--- src/lpst_pkg.sv ---
// Types and constants for the LRU page slot table.
// Shared by lpst_cell and lru_page_slot_table; depends on nothing.
`default_nettype none

package lpst_pkg;

    localparam int PAGE_W     = 12;
    localparam int PCNT_W     = 13;
    localparam int SCNT_W     = 7;
    localparam int CFG_W      = 13;
    localparam int STAMP_W    = 64;
    // bound of the slot parameter range (1024 slots)
    localparam int SLOT_IDX_W = 10;
    localparam int LIM_W      = 11;

    localparam logic CMD_REQUEST = 1'b0;
    localparam logic CMD_LOOKUP  = 1'b1;

    localparam logic CFG_PAGE_LIM = 1'b0;
    localparam logic CFG_SLOT_LIM = 1'b1;

    // token that walks the cell row
    typedef struct packed {
        logic                  valid;
        logic [PAGE_W-1:0]     page;
        logic                  hit;
        logic [SLOT_IDX_W-1:0] hit_slot;
        logic                  empty_found;
        logic [SLOT_IDX_W-1:0] empty_slot;
        logic                  vict_found;
        logic [SLOT_IDX_W-1:0] vict_slot;
        logic [STAMP_W-1:0]    vict_stamp;
        logic [PAGE_W-1:0]     vict_page;
    } scan_t;

    // broadcast update to one cell
    typedef struct packed {
        logic                  en;
        logic [SLOT_IDX_W-1:0] slot;
        logic                  set_owner;
        logic [PAGE_W-1:0]     page;
        logic [STAMP_W-1:0]    stamp;
    } wr_t;

endpackage

`default_nettype wire

--- src/lpst_cell.sv ---
// One slot of the table: owner page, valid bit and use stamp.
// Folds its slot into the passing scan token; uses lpst_pkg.
`default_nettype none

module lpst_cell #(
    parameter int IDX = 0
) (
    input  wire logic                clk,
    input  wire logic                rst_n,
    input  wire lpst_pkg::scan_t     tok_in,
    output lpst_pkg::scan_t          tok_out,
    input  wire lpst_pkg::wr_t       wr,
    input  wire logic [lpst_pkg::LIM_W-1:0] slot_lim
);
    import lpst_pkg::*;

    localparam logic [SLOT_IDX_W-1:0] MY_SLOT = SLOT_IDX_W'(IDX);
    localparam logic [LIM_W-1:0]      MY_LIM  = LIM_W'(IDX);

    logic               owner_valid_reg;
    logic [PAGE_W-1:0]  owner_page_reg;
    logic [STAMP_W-1:0] stamp_reg;
    scan_t              tok_reg;
    scan_t              tok_next;
    logic               in_range;
    logic               sel;

    assign in_range = MY_LIM < slot_lim;
    assign sel      = wr.en && (wr.slot == MY_SLOT);

    always_comb
    begin
        tok_next = tok_in;
        if (!tok_in.hit && owner_valid_reg && (owner_page_reg == tok_in.page))
        begin
            tok_next.hit      = 1'b1;
            tok_next.hit_slot = MY_SLOT;
        end
        if (!tok_in.empty_found && in_range && !owner_valid_reg)
        begin
            tok_next.empty_found = 1'b1;
            tok_next.empty_slot  = MY_SLOT;
        end
        if (in_range && (!tok_in.vict_found || (stamp_reg < tok_in.vict_stamp)))
        begin
            tok_next.vict_found = 1'b1;
            tok_next.vict_slot  = MY_SLOT;
            tok_next.vict_stamp = stamp_reg;
            tok_next.vict_page  = owner_page_reg;
        end
    end

    always_ff @(posedge clk or negedge rst_n)
    begin
        if (!rst_n)
        begin
            owner_valid_reg <= 1'b0;
            stamp_reg       <= '0;
            tok_reg         <= '0;
        end
        else
        begin
            tok_reg <= tok_next;
            if (sel)
            begin
                stamp_reg <= wr.stamp;
                if (wr.set_owner)
                begin
                    owner_valid_reg <= 1'b1;
                end
            end
        end
    end

    always_ff @(posedge clk)
    begin
        if (sel && wr.set_owner)
        begin
            owner_page_reg <= wr.page;
        end
    end

    assign tok_out = tok_reg;

endmodule

`default_nettype wire

--- config.mk ---
export PLATFORM = sky130hd
export DESIGN_NAME = lpst_cell
export DESIGN_NICKNAME = d
export VERILOG_FILES = /design/src/lpst_pkg.sv /design/src/lpst_cell.sv
export SDC_FILE = /design/constraint.sdc
export NUM_CORES = 1
export LEC_CHECK = 0
export ABC_AREA = 1
export BUFFER_PORTS_ARGS = -buffer_cell sky130_fd_sc_hd__buf_4
export CAP_MARGIN = 20
export CELL_PAD_IN_SITES_DETAIL_PLACEMENT = 1
export CELL_PAD_IN_SITES_GLOBAL_PLACEMENT = 2
export CORE_ASPECT_RATIO = 1.1
export CORE_MARGIN = 3
export CORE_UTILIZATION = 30
export CTS_BUF_LIST = sky130_fd_sc_hd__clkbuf_4
export DETAILED_ROUTE_END_ITERATION = 7
export HOLD_SLACK_MARGIN = 0.15
export PLACE_DENSITY = 0.93
export SLEW_MARGIN = 20
export SYNTH_ARGS = -nofsm -noshare
export SYNTH_HDL_FRONTEND = slang
export SYNTH_SLANG_ARGS = --single-unit
--- constraint.sdc ---
create_clock -name clk -period 2.55 [get_ports clk]
set_input_delay 0.255 -clock clk [delete_from_list [all_inputs] [get_ports clk]]
set_output_delay 0.255 -clock clk [all_outputs]
set_load 0.02 [all_outputs]
### Word-level counts from Yosys, hierarchy flattened

Index checks and enable logic that the tools add are counted.
W data, S select, Z words.

* muxes and demuxes: 3
* equality and inequality tests: 1
* reductions and logical operators: 14
* order comparisons: 2

Operators by type and width (number)
* $mux W87: 1
* $lt A64 B64 Y1: 1
* $mux W11: 2
* $eq A12 B12 Y1: 1
* $lt A1 B11 Y1 const A: 1
* $logic_not A10 Y1: 1
* $logic_and A1 B1 Y1: 7
* $logic_not A1 Y1: 4
* $reduce_and A2 Y1: 1
* $logic_or A1 B1 Y1: 1

* register bits after elaboration: 199

### Longest topological paths before layout

* depth after elaboration: 4
* mapped depth: 20

### Worst setup path before layout

OpenSTA, ideal clock, no wires.

* path type: input port to flip-flop
* from: in wr[78] in the netlist's numbering
* to: reg owner_page_reg[0] (enable)
* setup time: 0.380 ns
* arrival time: 1.632 ns
* buffers on the path: 2
* setup slack: 0.537 ns
* stages: 5
* required time: 2.170 ns
* path through: nor4_1 nand4_1 clkbuf_1 buf_2 nor2_1

* longest elaborated chain between the ends: 3

RTL lines
* from (decl): RTL line lpst_cell.sv:12 `input wire lpst_pkg::wr_t wr,`
* $logic_not A10 Y1: RTL line lpst_cell.sv:29 `assign sel = wr.en && (wr.slot == MY_SLOT);`
* $logic_and A1 B1 Y1: RTL line lpst_cell.sv:29
* $logic_and A1 B1 Y1: RTL line lpst_cell.sv:77 `if (sel && wr.set_owner)`
* to (signal assigned): RTL line lpst_cell.sv:79 `owner_page_reg <= wr.page;`
* to (decl): RTL line lpst_cell.sv:21 `logic [PAGE_W-1:0] owner_page_reg;`

Every way passes these cells.
A chain may end at the register's enable or synchronous reset.

==> metrics.csv <==
metric;value;unit
DR WL met2;21700;µm
ranking of synthesized cells by area;dfrtp_1 52%, ha_1 8.7%, nand2_1 8.7%;
ys flop type;dfrtp_1;
CP Max Fanout;7;
port bufs;344;
clock network power share;0.295;
Avg Cell Area, Syn;10.2;µm²
maxcap violations;0;
I/O pins;345;
Worst Setup EP;tok_out[35];
All-Layer GR Usage;0.225;
CP Cell Sequence;ha_1 > a21oi_2 > o21ai_1 > nand2_1 > nand3_1 > a21oi_2 > nand2_2 > nand2_1 > nand2_1 > nand2_4 > nand2_8 > buf_16 > nand2_1 > nand2_1;
nets;1746;
crit-path max cell delay;450;ps
Critical R2R Launch;stamp_reg[17];
WS Path Type;flop to flop;
largest area contributor in the netlist;dfrtp_1;
relative slew slack;0.572;
Gate power share;0.168;
endpoints failing setup;0;
Die Wd;172;µm
Peak VDD IR;0.000274;V
Crit. Startpoint;stamp_reg[17];
Worst Path Arrival;2930;ps
Area Growth Syn to Fin;64.9;%
DP HPWL;23400;µm
setup TNS;0;ps
routed via count;8823;
Reg power frac;0.537;
CTS tree;built;
initial antenna violation count;3;
Critical Path Sink Type;flop;
CTS root buf;clkbuf_4;
HP Class;primary input to asynchronous set/reset pin;
Worst Setup Start Kind;flop;
Max Clock Freq;0.409;GHz
Synthesis Warnings;0;
Net Sw Power;1.68;mW
worst-path cell with the longest stage delay;dfrtp_1;
Total Power;6.11;mW
CP Depth;14;
ys async rst share;0.940;
outcome;complete, no violations;
Cell variety after synth;31;
final core occ;0.505;
Metal-1 WL;14600;µm
post-route ant nets;0;
FF-to-FF setup slack;100;ps
share of the synthesized area in the top cell type;0.516;
GPL Wtd Cong;0.811;
most frequent cell after synthesis;nand2_1;
largest net degree at the start of global routing;71;
Max Slew Vio Count;0;
H-tree levels;4;
drt first-iter violations;402;
post-synthesis sequential area ratio;0.556;
CP Buf/Inv Count;1;
CTS Sinks;199;
max reg flops;122;
wire per inst;21.1;µm
reg2reg end;tok_out[35];
Initial Utilization;0.306;
Slew @ Worst Pin;643;ps
power density over the cells;409;nW/µm²
CTS max path bufs;2;
final setup skew;32.4;ps
Core Region;29600;µm²
clk_lat worst skew;610;ps
Syn Std Cell Area;9070;µm²
CP required;3040;ps
grt ovf;0;
layout cells sized above 1;0.349;
most instantiated cells after synthesis;210 x nand2_1, 187 x dfrtp_1, 107 x inv_1, 86 x nand3_1, 64 x mux2_2;
final hold vios;0;
DRT Pass-1 Iters;5;
Net Sw Frac;0.274;
total CTS buffers;17;
clk slew on worst S/H paths;190;ps
P_int;4.44;mW
Post-Syn Nets;1176;
LEAKAGE;8.20;nW
Tmin final;2450;ps
DR top layer;met4;
metal3 WL;1700;µm
Mapped Cells;890;
Top Family by Delay on Critical Path;simple AND/OR/NAND/NOR gates;
total wire length;39000;µm
full die area;32400;µm²
Hold WS;236;ps
Post-synth EDFFs;12;
number of synthesized register bits;199;
height of the die;188;µm
Worst R2R Path Depth;14;
first-pass GRT wire length;55600;µm
part of the cycle the worst path needs;0.960;
vias per inst;4.77;
number of global-route vias before repair;10200;
row count;66;
cell mode on critical path;nand2_1;
DRC;0;
[placed cells by master (no fill, tap or decap), types with 3 or more instances in the layout]
master,count
a21boi_0,8
a21oi_1,22
a21oi_2,6
buf_12,7
buf_4,362
buf_6,4
clkbuf_16,8
clkbuf_4,18
clkinv_4,4
dfrtp_1,187
diode_2,3
dlygate4sd3_1,200
edfxtp_1,12
ha_1,59
ha_4,4
inv_1,107
inv_6,3
mux2_2,64
nand2_1,206
nand2_2,14
nand3_1,84
nand4_1,7
nor2_1,33
nor4_1,6
o21ai_0,8
xor2_1,4
[cell type report]
cell class | instances | area, µm²
Fill cell | 3283 | 14700
Timing Repair Buffer | 584 | 5170
Sequential cell | 199 | 5040
Multi-Input combinational cell | 550 | 3580
Tap cell | 374 | 468
Inverter | 108 | 405
Clock inverter | 14 | 150
Clock buffer | 18 | 135
Antenna cell | 3 | 7.51
[repair_timing]
item | in CTS | in global routing
resized for setup | 0 | 28
hold buffers | 200 | 0
endpoints found under the setup margin | 0 | 50
hold endpoints to repair | 365 | 0
setup buffers | 0 | 13
[kinds of logic (layout without fill, tap and decap cells)]
logic type	Yosys count	count (layout)	synth area share
simple gates	362	363	0.171
compound gates	55	55	0.0354
fa+ha+maj	63	63	0.0869
flops	199	199	0.556
other cells	0	3	0
xor+xnor	5	5	0.00483
buf+inv	142	724	0.0667
mux	64	64	0.0794
[metal layers]
layer / track usage / vias up
met4: 0.0888 / 0
li1: - / 4031
met2: 0.433 / 284
met3: 0.0445 / 59
met5: 0 / -
met1: 0.235 / 4449
[power by group through the flow]
stage | registers (mW) | logic (mW) | clock network [mW]
floorplan | 3.40 | 0.152 | 0
global route | 3.29 | 1.11 | 1.98
CTS | 3.28 | 0.985 | 1.86
global placement | 3.33 | 0.707 | 0
finish | 3.28 | 1.03 | 1.81
detailed placement | 3.34 | 0.725 | 0
[per-stage QoR]
| stage | worst slack [ps] | area, µm² | cells |
|---|---|---|---|
| 6_report | 103 | 15000 | 1850 |
| 5_1_grt | -43.2 | 15000 | 1850 |
| 4_1_cts | 118 | 14400 | 1822 |
| 3_5_place_dp | 165 | 12100 | 1590 |
| 3_3_place_gp | 197 | 12100 | 1590 |
| 2_1_floorplan | 537 | 9070 | 890 |
[how the worst min path moves through the flow]
stage | from | to | cells past startpoint
after global routing | rst_n | tok_out[1] | 2
after detailed placement | rst_n | tok_out[70] | 1
after global placement | rst_n | tok_out[70] | 1
after CTS | rst_n | tok_out[5] | 2
final | rst_n | tok_out[13] | 2
after floorplan | rst_n | owner_valid_reg | 0
[worst reg2reg max path: stages, from the launching register on]
cell	delay [ps]
dfrtp_1	450
ha_1	340
a21oi_2	130
o21ai_1	80
nand2_1	90
nand3_1	110
a21oi_2	180
nand2_2	100
nand2_1	70
nand2_1	80
nand2_4	230
nand2_8	150
buf_16	170
nand2_1	90
nand2_1	70
(Power assumes the default switching activity.)
